### src/hdl/variable_width_bit_packer_macros.svh
// Assertion macros for the variable-width bit packer.
// Used by the top level; no other dependencies.
`ifndef VARIABLE_WIDTH_BIT_PACKER_MACROS_SVH
`define VARIABLE_WIDTH_BIT_PACKER_MACROS_SVH

// Same-cycle implication, disabled while reset is high.
`define VWBP_ASSERT_NOW(label, clk, rst, ante, cons) \
  label: assert property (@(posedge clk) disable iff (rst) (ante) |-> (cons)) \
    else $error("bit packer check failed");

// Next-cycle implication, disabled while reset is high.
`define VWBP_ASSERT_NEXT(label, clk, rst, ante, cons) \
  label: assert property (@(posedge clk) disable iff (rst) (ante) |=> (cons)) \
    else $error("bit packer check failed");

`endif

### src/hdl/vwbp_pkg.sv
// Shared types and constants of the variable-width bit packer.
// No dependencies; used by the front end, queue, back end and top-level files.
package vwbp_pkg;

  localparam int VALUE_W = 32;
  localparam int WIDTH_W = 6;
  localparam int BYTE_W = 8;
  localparam int FILL_W = 3;
  localparam int ACC_W = VALUE_W + BYTE_W;
  localparam int TOTAL_W = 6;
  localparam int CNT_W = 3;
  localparam int PADDR_W = 3;
  localparam int PDATA_W = 32;
  localparam int QUEUE_DEPTH = 2;

  localparam logic [WIDTH_W-1:0] MAX_WIDTH = 6'd32;
  localparam logic [WIDTH_W-1:0] RESET_WIDTH = 6'd8;
  localparam logic [BYTE_W-1:0] PAD_BYTE = 8'h00;

  // Register index, taken from paddr[2].
  localparam logic REG_VALUE_WIDTH = 1'b0;

  typedef struct packed {
    logic [VALUE_W-1:0] value;
    logic last;
  } in_word_t;

  typedef struct packed {
    logic [BYTE_W-1:0] out_byte;
    logic last_byte;
  } out_word_t;

  // One classified item: the bits to send, how many bytes they make and
  // whether the final byte closes the run.
  typedef struct packed {
    logic [ACC_W-1:0] data;
    logic [CNT_W-1:0] count;
    logic last;
  } job_t;

  typedef struct packed {
    logic empty;
    logic full;
  } queue_status_t;

  typedef struct packed {
    logic idle;
  } back_status_t;

endpackage

### src/hdl/vwbp_front.sv
// Front end of the bit packer: masks each word and merges it with the pending bits.
// Depends on vwbp_pkg.
module vwbp_front (
  input  logic                           clk,
  input  logic                           rst,
  input  logic [vwbp_pkg::WIDTH_W-1:0]   value_width,
  input  logic                           accept,
  input  vwbp_pkg::in_word_t             item,
  output logic                           job_push,
  output vwbp_pkg::job_t                 job
);

  logic [vwbp_pkg::BYTE_W-1:0]  partial_byte;
  logic [vwbp_pkg::FILL_W-1:0]  bits_filled;
  logic [vwbp_pkg::BYTE_W-1:0]  partial_byte_next;

  logic [vwbp_pkg::WIDTH_W-1:0] width;
  logic [vwbp_pkg::VALUE_W-1:0] mask;
  logic [vwbp_pkg::VALUE_W-1:0] masked;
  logic [vwbp_pkg::ACC_W-1:0]   acc;
  logic [vwbp_pkg::TOTAL_W-1:0] total;
  logic [2:0]                   full_bytes;
  logic [vwbp_pkg::FILL_W-1:0]  rem_bits;
  logic                         flush;

  always_comb begin
    width = (value_width > vwbp_pkg::MAX_WIDTH) ? vwbp_pkg::MAX_WIDTH : value_width;
    // A width of zero shifts the whole mask out.
    mask = {vwbp_pkg::VALUE_W{1'b1}} >> (vwbp_pkg::MAX_WIDTH - width);
    masked = item.value & mask;
    acc = {{vwbp_pkg::VALUE_W{1'b0}}, partial_byte}
        | ({{vwbp_pkg::BYTE_W{1'b0}}, masked} << bits_filled);
    total = {{(vwbp_pkg::TOTAL_W - vwbp_pkg::FILL_W){1'b0}}, bits_filled} + width;
    full_bytes = total[vwbp_pkg::TOTAL_W-1:vwbp_pkg::FILL_W];
    rem_bits = total[vwbp_pkg::FILL_W-1:0];
    flush = item.last && (rem_bits != '0);

    job.data = acc;
    job.count = full_bytes + {2'b00, flush};
    job.last = item.last;
    job_push = accept && (job.count != '0);

    // Bits above the filled count are zero already, so the leftover byte
    // is simply the byte after the last full one.
    case (full_bytes)
      3'd0:    partial_byte_next = acc[7:0];
      3'd1:    partial_byte_next = acc[15:8];
      3'd2:    partial_byte_next = acc[23:16];
      3'd3:    partial_byte_next = acc[31:24];
      3'd4:    partial_byte_next = acc[39:32];
      default: partial_byte_next = vwbp_pkg::PAD_BYTE;
    endcase
  end

  always_ff @(posedge clk) begin
    if (rst) begin
      partial_byte <= vwbp_pkg::PAD_BYTE;
      bits_filled <= '0;
    end else if (accept) begin
      if (item.last) begin
        partial_byte <= vwbp_pkg::PAD_BYTE;
        bits_filled <= '0;
      end else begin
        partial_byte <= partial_byte_next;
        bits_filled <= rem_bits;
      end
    end
  end

endmodule

### src/hdl/vwbp_queue.sv
// Short queue of classified jobs between the front and back ends of the bit packer.
// Depends on vwbp_pkg.
module vwbp_queue #(
  parameter int Depth = vwbp_pkg::QUEUE_DEPTH
) (
  input  logic                    clk,
  input  logic                    rst,
  input  logic                    push,
  input  vwbp_pkg::job_t          push_job,
  input  logic                    take,
  output vwbp_pkg::job_t          head,
  output vwbp_pkg::queue_status_t status
);

  localparam int PtrW = (Depth > 1) ? $clog2(Depth) : 1;
  localparam int CntW = $clog2(Depth + 1);

  vwbp_pkg::job_t mem [Depth];
  logic [PtrW-1:0] wptr;
  logic [PtrW-1:0] rptr;
  logic [CntW-1:0] count;

  logic do_push;
  logic do_take;

  assign status.empty = (count == '0);
  assign status.full = (count == CntW'(Depth));
  assign do_push = push && !status.full;
  assign do_take = take && !status.empty;
  assign head = mem[rptr];

  always_ff @(posedge clk) begin
    if (do_push) begin
      mem[wptr] <= push_job;
    end
  end

  always_ff @(posedge clk) begin
    if (rst) begin
      wptr <= '0;
      rptr <= '0;
      count <= '0;
    end else begin
      if (do_push) begin
        wptr <= (wptr == PtrW'(Depth - 1)) ? '0 : wptr + 1'b1;
      end
      if (do_take) begin
        rptr <= (rptr == PtrW'(Depth - 1)) ? '0 : rptr + 1'b1;
      end
      case ({do_push, do_take})
        2'b10:   count <= count + 1'b1;
        2'b01:   count <= count - 1'b1;
        default: count <= count;
      endcase
    end
  end

endmodule

### src/hdl/vwbp_back.sv
// Back end: sends each job's bytes one per cycle into the output register while it is free.
// Depends on vwbp_pkg.
module vwbp_back (
  input  logic                   clk,
  input  logic                   rst,
  input  logic                   job_valid,
  input  vwbp_pkg::job_t         job,
  output logic                   job_take,
  output vwbp_pkg::out_word_t    result,
  output logic                   empty,
  input  logic                   pop,
  output vwbp_pkg::back_status_t status
);

  logic [vwbp_pkg::ACC_W-1:0] cur_data;
  logic [vwbp_pkg::CNT_W-1:0] cur_count;
  logic                       cur_last;
  logic                       out_valid;
  vwbp_pkg::out_word_t        out_reg;

  logic out_ready;
  logic advance;
  logic cur_done;

  always_comb begin
    out_ready = !out_valid || pop;
    advance = out_ready && (cur_count != '0);
    cur_done = (cur_count == '0) || (advance && (cur_count == 3'd1));
    job_take = job_valid && cur_done;
  end

  assign empty = !out_valid;
  assign result = out_reg;
  assign status.idle = (cur_count == '0);

  always_ff @(posedge clk) begin
    if (rst) begin
      cur_count <= '0;
      out_valid <= 1'b0;
    end else begin
      if (job_take) begin
        cur_count <= job.count;
      end else if (advance) begin
        cur_count <= cur_count - 1'b1;
      end
      if (advance) begin
        out_valid <= 1'b1;
      end else if (pop) begin
        out_valid <= 1'b0;
      end
    end
  end

  always_ff @(posedge clk) begin
    if (job_take) begin
      cur_data <= job.data;
      cur_last <= job.last;
    end else if (advance) begin
      cur_data <= cur_data >> vwbp_pkg::BYTE_W;
    end
    if (advance) begin
      out_reg.out_byte <= cur_data[vwbp_pkg::BYTE_W-1:0];
      out_reg.last_byte <= cur_last && (cur_count == 3'd1);
    end
  end

endmodule

### src/hdl/variable_width_bit_packer.sv
// Variable-width bit packer, top level. Uses vwbp_pkg, vwbp_front, vwbp_queue,
// vwbp_back and the assertion macros in variable_width_bit_packer_macros.svh.
//
// Each input word carries a 32-bit value and a last flag; the low value_width bits of
// the value are appended, least significant bit first, to a byte stream. The input
// side is a queue: a word enters when push is high and full is low. The output side is
// a queue too: while empty is low the oldest byte sits on result, and pop takes it.
// value_width is written through the APB port at address 0 (reset value 8; widths
// above 32 count as 32) and may only change while the block is idle.
// The front end merges each word with the pending bits combinationally and queues a job
// holding up to five bytes. The back end serializes one byte per cycle into the output
// register while that register is empty or being popped; a word's first byte passes
// through the job queue and the back end's current-job register before it shows there.
// The byte serializer sets the pace; a word that yields no byte queues nothing.
// When pop stays low the output register holds its byte, the back end stops, the job
// queue fills and full rises. Reset empties the queue and the output register, clears
// the pending bits and restores the width to 8.
`include "variable_width_bit_packer_macros.svh"

module variable_width_bit_packer #(
  parameter int QueueDepth = vwbp_pkg::QUEUE_DEPTH
) (
  input  logic                          clk,
  input  logic                          rst,
  // Input word channel.
  input  logic                          push,
  output logic                          full,
  input  vwbp_pkg::in_word_t            item,
  // Output word channel.
  output logic                          empty,
  input  logic                          pop,
  output vwbp_pkg::out_word_t           result,
  // Configuration port.
  input  logic                          psel,
  input  logic                          penable,
  input  logic                          pwrite,
  input  logic [vwbp_pkg::PADDR_W-1:0]  paddr,
  input  logic [vwbp_pkg::PDATA_W-1:0]  pwdata,
  output logic [vwbp_pkg::PDATA_W-1:0]  prdata,
  output logic                          pready
);

  logic [vwbp_pkg::WIDTH_W-1:0] value_width;
  logic                         cfg_write;
  logic                         accept;
  logic                         job_push;
  vwbp_pkg::job_t               new_job;
  vwbp_pkg::job_t               head_job;
  logic                         job_take;
  vwbp_pkg::queue_status_t      q_status;
  vwbp_pkg::back_status_t       b_status;

  // The port never inserts wait states. Only the top of the byte address selects a
  // register; the low two bits address bytes inside it.
  assign pready = 1'b1;
  assign cfg_write = psel && penable && pwrite && pready;

  always_ff @(posedge clk) begin
    if (rst) begin
      value_width <= vwbp_pkg::RESET_WIDTH;
    end else if (cfg_write && (paddr[2] == vwbp_pkg::REG_VALUE_WIDTH)) begin
      value_width <= pwdata[vwbp_pkg::WIDTH_W-1:0];
    end
  end

  always_comb begin
    prdata = '0;
    if (paddr[2] == vwbp_pkg::REG_VALUE_WIDTH) begin
      prdata[vwbp_pkg::WIDTH_W-1:0] = value_width;
    end
  end

  // The front end accepts whenever the job queue has room; a word that makes no
  // byte only updates the pending bits and queues nothing.
  assign full = q_status.full;
  assign accept = push && !full;

  vwbp_front u_front (
    .clk         (clk),
    .rst         (rst),
    .value_width (value_width),
    .accept      (accept),
    .item        (item),
    .job_push    (job_push),
    .job         (new_job)
  );

  vwbp_queue #(
    .Depth (QueueDepth)
  ) u_queue (
    .clk      (clk),
    .rst      (rst),
    .push     (job_push),
    .push_job (new_job),
    .take     (job_take),
    .head     (head_job),
    .status   (q_status)
  );

  vwbp_back u_back (
    .clk       (clk),
    .rst       (rst),
    .job_valid (!q_status.empty),
    .job       (head_job),
    .job_take  (job_take),
    .result    (result),
    .empty     (empty),
    .pop       (pop),
    .status    (b_status)
  );

  // A full queue always has a job to offer the back end.
  `VWBP_ASSERT_NOW(a_full_not_empty, clk, rst, full, !q_status.empty)
  // A back end holding bytes fills an empty output register in the next cycle.
  `VWBP_ASSERT_NEXT(a_back_fills_output, clk, rst, empty && !b_status.idle, !empty)
  // With nothing queued or in progress, taking the last byte leaves the output empty.
  `VWBP_ASSERT_NEXT(a_drain_to_empty, clk, rst,
    pop && !empty && b_status.idle && q_status.empty, empty)

endmodule
### config.mk
export PLATFORM = sky130hd
export DESIGN_NAME = variable_width_bit_packer
export DESIGN_NICKNAME = d
export VERILOG_FILES = /design/src/hdl/vwbp_pkg.sv /design/src/hdl/vwbp_front.sv /design/src/hdl/vwbp_queue.sv /design/src/hdl/vwbp_back.sv /design/src/hdl/variable_width_bit_packer.sv
export VERILOG_INCLUDE_DIRS = /design/src /design/src/hdl
export SDC_FILE = /design/constraint.sdc
export NUM_CORES = 1
export LEC_CHECK = 0
export BUFFER_PORTS_ARGS = -buffer_cell sky130_fd_sc_hd__buf_2
export CORE_ASPECT_RATIO = 1.4
export CORE_UTILIZATION = 30
export CTS_BUF_LIST = sky130_fd_sc_hd__clkbuf_4 sky130_fd_sc_hd__clkbuf_8
export DETAILED_ROUTE_END_ITERATION = 10
export PLACE_DENSITY = 0.52
export SLEW_MARGIN = 20
export SYNTH_ARGS = -nofsm -noshare
export SYNTH_HDL_FRONTEND = slang
export SYNTH_HIERARCHICAL = 1
export SYNTH_SLANG_ARGS = --single-unit
### constraint.sdc
create_clock -name clk -period 4.5 [get_ports clk]
set_clock_uncertainty 0.15 [all_clocks]
set_input_delay 0.9 -clock clk [delete_from_list [all_inputs] [get_ports clk]]
set_output_delay 0.9 -clock clk [all_outputs]
set_load 0.005 [all_outputs]
==> results of run 1 <==
[worst max path at each step]
stage | startpoint | to | slack, ns | cells after the start
finish | value_width[1] | u_front/partial_byte[5] | 0.30 | 12
global route | value_width[1] | u_front/partial_byte[5] | 0.03 | 12
CTS | value_width[5] | u_queue/mem[0][41] | 0.29 | 17
detailed placement | value_width[5] | u_queue/mem[0][39] | 0.30 | 17
global placement | value_width[5] | u_queue/mem[0][39] | 0.40 | 17
floorplan | pop | u_back/cur_data[0] | 0.04 | 2
[layout by cell type, fill, tap and decap left out, types with 8 or more instances in the layout]
cell type	count
nand2b_1	24
buf_4	21
nor2_1	63
clkbuf_8	18
o21ai_0	41
buf_2	63
a21oi_1	32
o211ai_1	8
nor4_1	10
nor2b_1	13
a21o_1	9
mux2_4	26
dfxtp_1	23
a31oi_1	16
ha_1	13
nand3_1	18
o22ai_1	9
nand2_1	71
a32oi_1	9
and2_1	14
edfxtp_1	138
mux2_2	52
mux2i_1	18
inv_1	24
conb_1	28
nor3_1	10
[flip-flops by register name (all words and copies together), names as in the netlist, 2 cells and up, named ones only]
name                  cells
u_front/bits_filled       3
u_back/cur_data          40
u_back/cur_count          3
value_width               6
u_queue/count             2
u_queue/mem              88
u_back/result             9
u_front/partial_byte      8
[per-stage QoR]
stage          utilization  cell area, sq um  worst slack (ns)
2_1_floorplan            -              9930            0.0435
3_3_place_gp         0.324             10500             0.398
3_5_place_dp         0.324             10500             0.297
4_1_cts              0.337             10900             0.295
5_1_grt              0.337             10900            0.0350
6_report             0.337             10900             0.301
[metal layers]
layer	track usage	up-vias	part of all wire
met3	0.0284	67	0.054
li1	-	3438	-
met1	0.176	3532	0.41
met4	0.0954	0	0.049
met5	0	-	0
met2	0.267	287	0.49
[power by group]
group	leakage [nW]	switching [mW]	internal, mW
combinational	2.21	0.770	0.705
clock	0.201	0.539	0.529
sequential	1.54	0.148	2.27
[final cells by class]
cell class,instances,area share
multi-input combinational,649,0.426
antenna,1,0.000230
clock buffer,21,0.0248
timing repair buffer,86,0.0471
tap,440,0.0506
clock inverter,11,0.0118
sequential,164,0.429
inverter,29,0.0103
[kinds of logic after synthesis]
kind of cell | share of synthesized area
flops | 0.475
compound gates | 0.167
fa+ha+maj | 0.0186
other cells | 0.00115
simple gates | 0.145
xor+xnor | 0.00624
buf+inv | 0.0645
mux | 0.124
==> out/results.ini, run 1 <==
[detailed_routing]
vias = 7324
post_drt_wl_per_cell_microns = 18.4
initialDrtViolationCount = 500
drtAntennaViolNets = 0
drc = 0
totalWireLength_microns = 25700
drt-pass1-iter-count = 6
viasPerCell = 5.23

[timing]
worst_pin_slew_ns = 0.946
clock.fmax_ghz = 0.238
hold_ws_ns = 0.274
maxSlewViolCount = 0
period_minus_slack_ns = 4.20
relSlewSlack = 0.367
setup_violations = 0
fin_tns_setup_ns = 0
rsz0062_at_grt = false
hold_violations = 0
fin_crit_sh = 0.933

[synthesis]
synth_area_leaders = edfxtp_1, mux2_2, dfxtp_1
synth_seq_cells = 164
synth-edff-count = 138
avgSynthCellArea_sq_um = 10.9
synth_commonest_cells = edfxtp_1, nand2_1, nor2_1
ys_types = 94
synth_top_area_frac = 0.422
ys.flop_type = edfxtp_1
synth.most_common_cell = edfxtp_1
synth_area_sq_um = 9830
ys_seq_area_frac = 0.475
synth_warnings = 6
synth_cells = 903
synth_top_cell_by_area = edfxtp_1
async_reset_ff_frac = 0

[run_status]
status = complete, no violations

[clocking]
clock_latency_ns = 0.47
clkTransAtPathRegs_ns = 0.09
cts_setup_buffers = 0
clockRootBuffer = clkbuf_8
cts_tree = done
cts_resized = 0
clock-sinks = 164
postCtsHoldBufs = 0
htree_num_levels = 4
clockBufferDepth = 2
cts_buffers = 17

[global_routing]
grt.total_usage = 0.155
grt_pass1_wl_microns = 39200
grt_pass1_vias = 6955
grt_max_degree = 61
overflow = 0
antenna_found_initial = 0

[run]
maxCapViolCount = 0

[finish]
drive_gt1_frac = 0.250
nets = 1036
seq_area_sq_um = 4670
stdcell_count = 1401
syn_to_final_growth_pct = 10.8
fill_cells = 3314
multiInputGateArea_sq_um = 4640

[power_and_ir_drop]
vdd_drop_max_mv = 0.231
total_power_mw = 4.96
power_density_nw_per_um2 = 455
leakagePower_nw = 3.95

[critical_path]
reg2regPathDepth = 12
start_kind = flip-flop
worstSetupPathType = reg -> reg
worst_path_largest_cell_delay_ns = 0.57
path_delay_family = compound AO/OA/AOI/OAI gates
r2r_end = u_front/partial_byte[5]
worstPathCellList = nand2_1 -> ha_1 -> inv_1 -> ha_1 -> nor2b_1 -> o21ai_0 -> a221oi_1 -> o22ai_1 -> a21oi_1 -> o41ai_1 -> a21oi_1 -> o221ai_1
regToRegSetupSlack_ns = 0.30
crit_slowest_cell = dfxtp_1
end_kind = flip-flop
critPathMaxFanout = 13
path_buf_inv = 1
worstPathArrival_ns = 4.39
r2r_start = value_width[1]
worstPathRequired_ns = 4.69

[floorplanning]
start_util = 0.304
fp.dieW_microns = 155
die_height_microns = 216
coreArea_sq_um = 32300
ios = 119
dieArea_sq_um = 33500
row_count = 78

[place]
io_buffers = 63
globalplace.congestion = 0.918
hpwl_microns = 18500
dp_cells = 1368

[worst_hold_path]
worstHoldPathType = reg -> reg
hold-path-cell-count = 0
hp-start = u_back/cur_data[4]
min_to = u_back/result[5]

Power figures use the tool's default switching activity.
==> run 2, diff against run 1 <==
--- a/config.mk
+++ b/config.mk
@@ -8,12 +8,11 @@
 export LEC_CHECK = 0
 export BUFFER_PORTS_ARGS = -buffer_cell sky130_fd_sc_hd__buf_2
 export CORE_ASPECT_RATIO = 1.4
-export CORE_UTILIZATION = 30
+export CORE_UTILIZATION = 46
 export CTS_BUF_LIST = sky130_fd_sc_hd__clkbuf_4 sky130_fd_sc_hd__clkbuf_8
 export DETAILED_ROUTE_END_ITERATION = 10
-export PLACE_DENSITY = 0.52
+export PLACE_DENSITY = 0.72
 export SLEW_MARGIN = 20
 export SYNTH_ARGS = -nofsm -noshare
 export SYNTH_HDL_FRONTEND = slang
-export SYNTH_HIERARCHICAL = 1
 export SYNTH_SLANG_ARGS = --single-unit
==> run 2 against run 1 <==
Effect of this change: cell count down 10%; die area down 37%; cell area down 3.9%; clock power about the same; synthesized cell count up 3.2%; worst hold slack worse by 0.0028 ns; global-route usage up 11 points; total power down 1.8%; sequential power about the same.
==> out/results.ini, run 2 <==
[finish]
stdcell_count = 1260  ; -10%
nets = 1083  ; +4.5%
antennaDiodeCount = 0  ; -1
fill_cells = 1867  ; -44%
final_cell_mix = edfxtp_1, nand2_1, nor2_1, buf_2
top_register = u_queue.mem
final_common_cell = edfxtp_1
fin_area_sq_um = 10500  ; -3.9%
largest_reg_flops = 86  ; -2.3%
drive_gt1_frac = 0.175  ; -0.0754
syn_to_final_growth_pct = 11.1

[detailed_routing]
initialDrtViolationCount = 609  ; +22%
drc = 0  ; unchanged
post_drt_wl_per_cell_microns = 21.3  ; +16%
vias = 7622  ; +4.1%
met3_wirelength_microns = 1010  ; -28%
wl_met2_microns = 13400  ; +6.1%
totalWireLength_microns = 26800  ; +4.3%
viasPerCell = 6.05  ; +16%
topRoutingLayerUsed = met4
m1WireLength_microns = 10500  ; +0.33%
drt-pass1-iter-count = 5  ; -1
drtAntennaViolNets = 0  ; unchanged

[critical_path]
start_kind = flip-flop
end_kind = flip-flop
r2r_end = u_front.partial_byte[6]
worstPathArrival_ns = 4.24  ; -0.15 ns
regToRegSetupSlack_ns = 0.44  ; +0.14 ns
startpoint = value_width[0]
worstPathRequired_ns = 4.68  ; about the same
reg2regPathDepth = 11  ; -1
r2r_start = value_width[0]
worstSetupPathType = reg -> reg
critPathMaxFanout = 9  ; -4

[power_and_ir_drop]
swShare = 0.319  ; +0.0253
power_density_nw_per_um2 = 465  ; +2.1%
vdd_drop_max_mv = 0.284  ; +23%
p_seq_frac = 0.498  ; +0.011
leakagePower_nw = 3.92  ; -0.93%
p_sw_mw = 1.55  ; +6.6%
p_clk_frac = 0.219  ; +0.004
p_int_mw = 3.31  ; -5.3%
combPwrFrac = 0.283  ; -0.015

[clocking]
clockRootBuffer = clkbuf_8
clockBufferDepth = 2  ; unchanged
cts_resized = 0  ; unchanged
cts_setup_buffers = 0  ; unchanged
postCtsHoldBufs = 0  ; unchanged
cts_buffers = 17  ; unchanged
clock_latency_ns = 0.44  ; -0.03 ns
clkTransAtPathRegs_ns = 0.08  ; about the same
cts_tree = done
htree_num_levels = 4  ; unchanged
clock-sinks = 161  ; -1.8%

[synthesis]
ys.flop_type = edfxtp_1
synth_top_cell_by_area = edfxtp_1
avgSynthCellArea_sq_um = 10.1  ; -7.1%
synth_fa_ha_area_frac = 0.0181  ; -0.000521
synth_seq_cells = 161  ; -1.8%
synth_mux_area_frac = 0.0786  ; -0.0450
synth_commonest_cells = edfxtp_1, nand2_1, nor2_1
synth.most_common_cell = edfxtp_1
synth_compound_area_frac = 0.189  ; +0.0226
ys_types = 81  ; -14%
ys_seq_area_frac = 0.486  ; +0.0111
synth_warnings = 0  ; -6
synth_top_area_frac = 0.430  ; +0.00875
synth-edff-count = 135  ; -2.2%
synth_area_sq_um = 9420  ; -4.2%
synth_xor_area_frac = 0.0102  ; +0.00399
async_reset_ff_frac = 0  ; unchanged
synth_area_leaders = edfxtp_1, mux2i_1, dfxtp_1
synth_cells = 932  ; +3.2%
synthSimpleGateAreaFrac = 0.159  ; +0.0140
synth_top_family_by_area = compound AO/OA/AOI/OAI gates

[global_routing]
grt.total_usage = 0.267  ; +0.112
grt_max_degree = 72  ; +18%
grt_pass1_wl_microns = 41100  ; +4.7%
antenna_found_initial = 0  ; unchanged
grt_pass1_vias = 7258  ; +4.4%
overflow = 0  ; unchanged

[floorplanning]
row_count = 61  ; -22%
die_height_microns = 171  ; -21%
start_util = 0.471  ; +0.167
coreArea_sq_um = 20000  ; -38%
dieArea_sq_um = 21100  ; -37%
fp.dieW_microns = 123  ; -21%
ios = 119  ; unchanged

[run_status]
status = complete, no violations

[timing]
fin_crit_sh = 0.903  ; -0.0305
period_minus_slack_ns = 4.06  ; -0.137 ns
setup_violations = 0  ; unchanged
hold_violations = 0  ; unchanged
worst_pin_slew_ns = 0.956  ; +0.0104 ns
rsz0062_at_grt = false
relSlewSlack = 0.363  ; -0.00457
fin_tns_setup_ns = 0  ; unchanged
maxSlewViolCount = 0  ; unchanged
clock.fmax_ghz = 0.246  ; +3.4%

[place]
dp_cells = 1228  ; -10%
place_area_sq_um = 10100  ; -4.1%
globalplace.congestion = 1.02  ; +11%
hpwl_microns = 20300  ; +9.5%
io_buffers = 63  ; unchanged

[worst_hold_path]
min_to = u_back.result[5]
hold-path-cell-count = 0  ; unchanged
worstHoldPathType = reg -> reg
hp-start = u_back.cur_data[4]

[run]
maxCapViolCount = 0  ; unchanged

==> run 2: layer usage <==
layer,track usage,vias up
met1,0.303,3682
met3,0.0381,78
met4,0.197,0
li1,-,3579
met2,0.452,283
met5,0,-
==> run 2: cells by family after synthesis <==
| logic type | after synthesis |
|---|---|
| AND/OR/NAND/NOR | 312 |
| AO/OA/AOI/OAI | 251 |
| flip-flops | 161 |
| buffers and inverters | 112 |
| multiplexers | 70 |
| adder cells (fa/ha/maj) | 13 |
| XOR/XNOR | 11 |
| other | 2 |
==> run 2: critical path: stages (launching register included) <==
cell and delay, ns:
dfxtp_1 0.53, nor2b_1 0.29, inv_1 0.09, ha_1 0.37, xor2_1 0.23, a2111oi_0 0.66, o32ai_1 0.19, nand2_1 0.15
nand2_1 0.08, a222oi_1 0.61, o211ai_1 0.22, a221o_1 0.38
==> run 2: cell type report <==
type	count	area (sq um)	area share
tap	252	315	0.0301
inverter	25	93.8	0.00897
sequential	161	4580	0.437
multi-input combinational	684	4400	0.421
clock buffer	24	312	0.0298
timing repair buffer	106	663	0.0634
clock inverter	8	103	0.00980
==> run 2: per-stage QoR <==
| step | setup slack [ns] | total power, mW | utilization | hold slack (ns) |
|---|---|---|---|---|
| 3_5_place_dp | 0.503 | 3.86 | 0.503 | 0.255 |
| 4_1_cts | 0.474 | 4.91 | 0.523 | 0.273 |
| 5_1_grt | 0.120 | 5.17 | 0.523 | 0.289 |
| 3_3_place_gp | 0.527 | 3.81 | 0.503 | 0.251 |
| 6_report | 0.438 | 4.87 | 0.523 | 0.271 |
| 2_1_floorplan | -0.0548 | 3.39 | - | 0.250 |
==> run 2: how the worst max path moves through the flow <==
stage / endpoint / slack (ns)
floorplan: u_queue.mem[1][0] / -0.05
global placement: u_front.partial_byte[6] / 0.53
detailed placement: u_front.partial_byte[1] / 0.50
CTS: u_front.partial_byte[1] / 0.47
global route: u_front.partial_byte[1] / 0.12
finish: u_front.partial_byte[6] / 0.44
==> run 2: power groups by stage <==
stage	Clock [mW]	Combinational, mW	Sequential [mW]
final	1.07	1.38	2.42
after global routing	1.16	1.54	2.47
after CTS	1.09	1.40	2.43
after detailed placement	0	1.39	2.46
after global placement	0	1.37	2.45
after floorplan	0	1.01	2.38
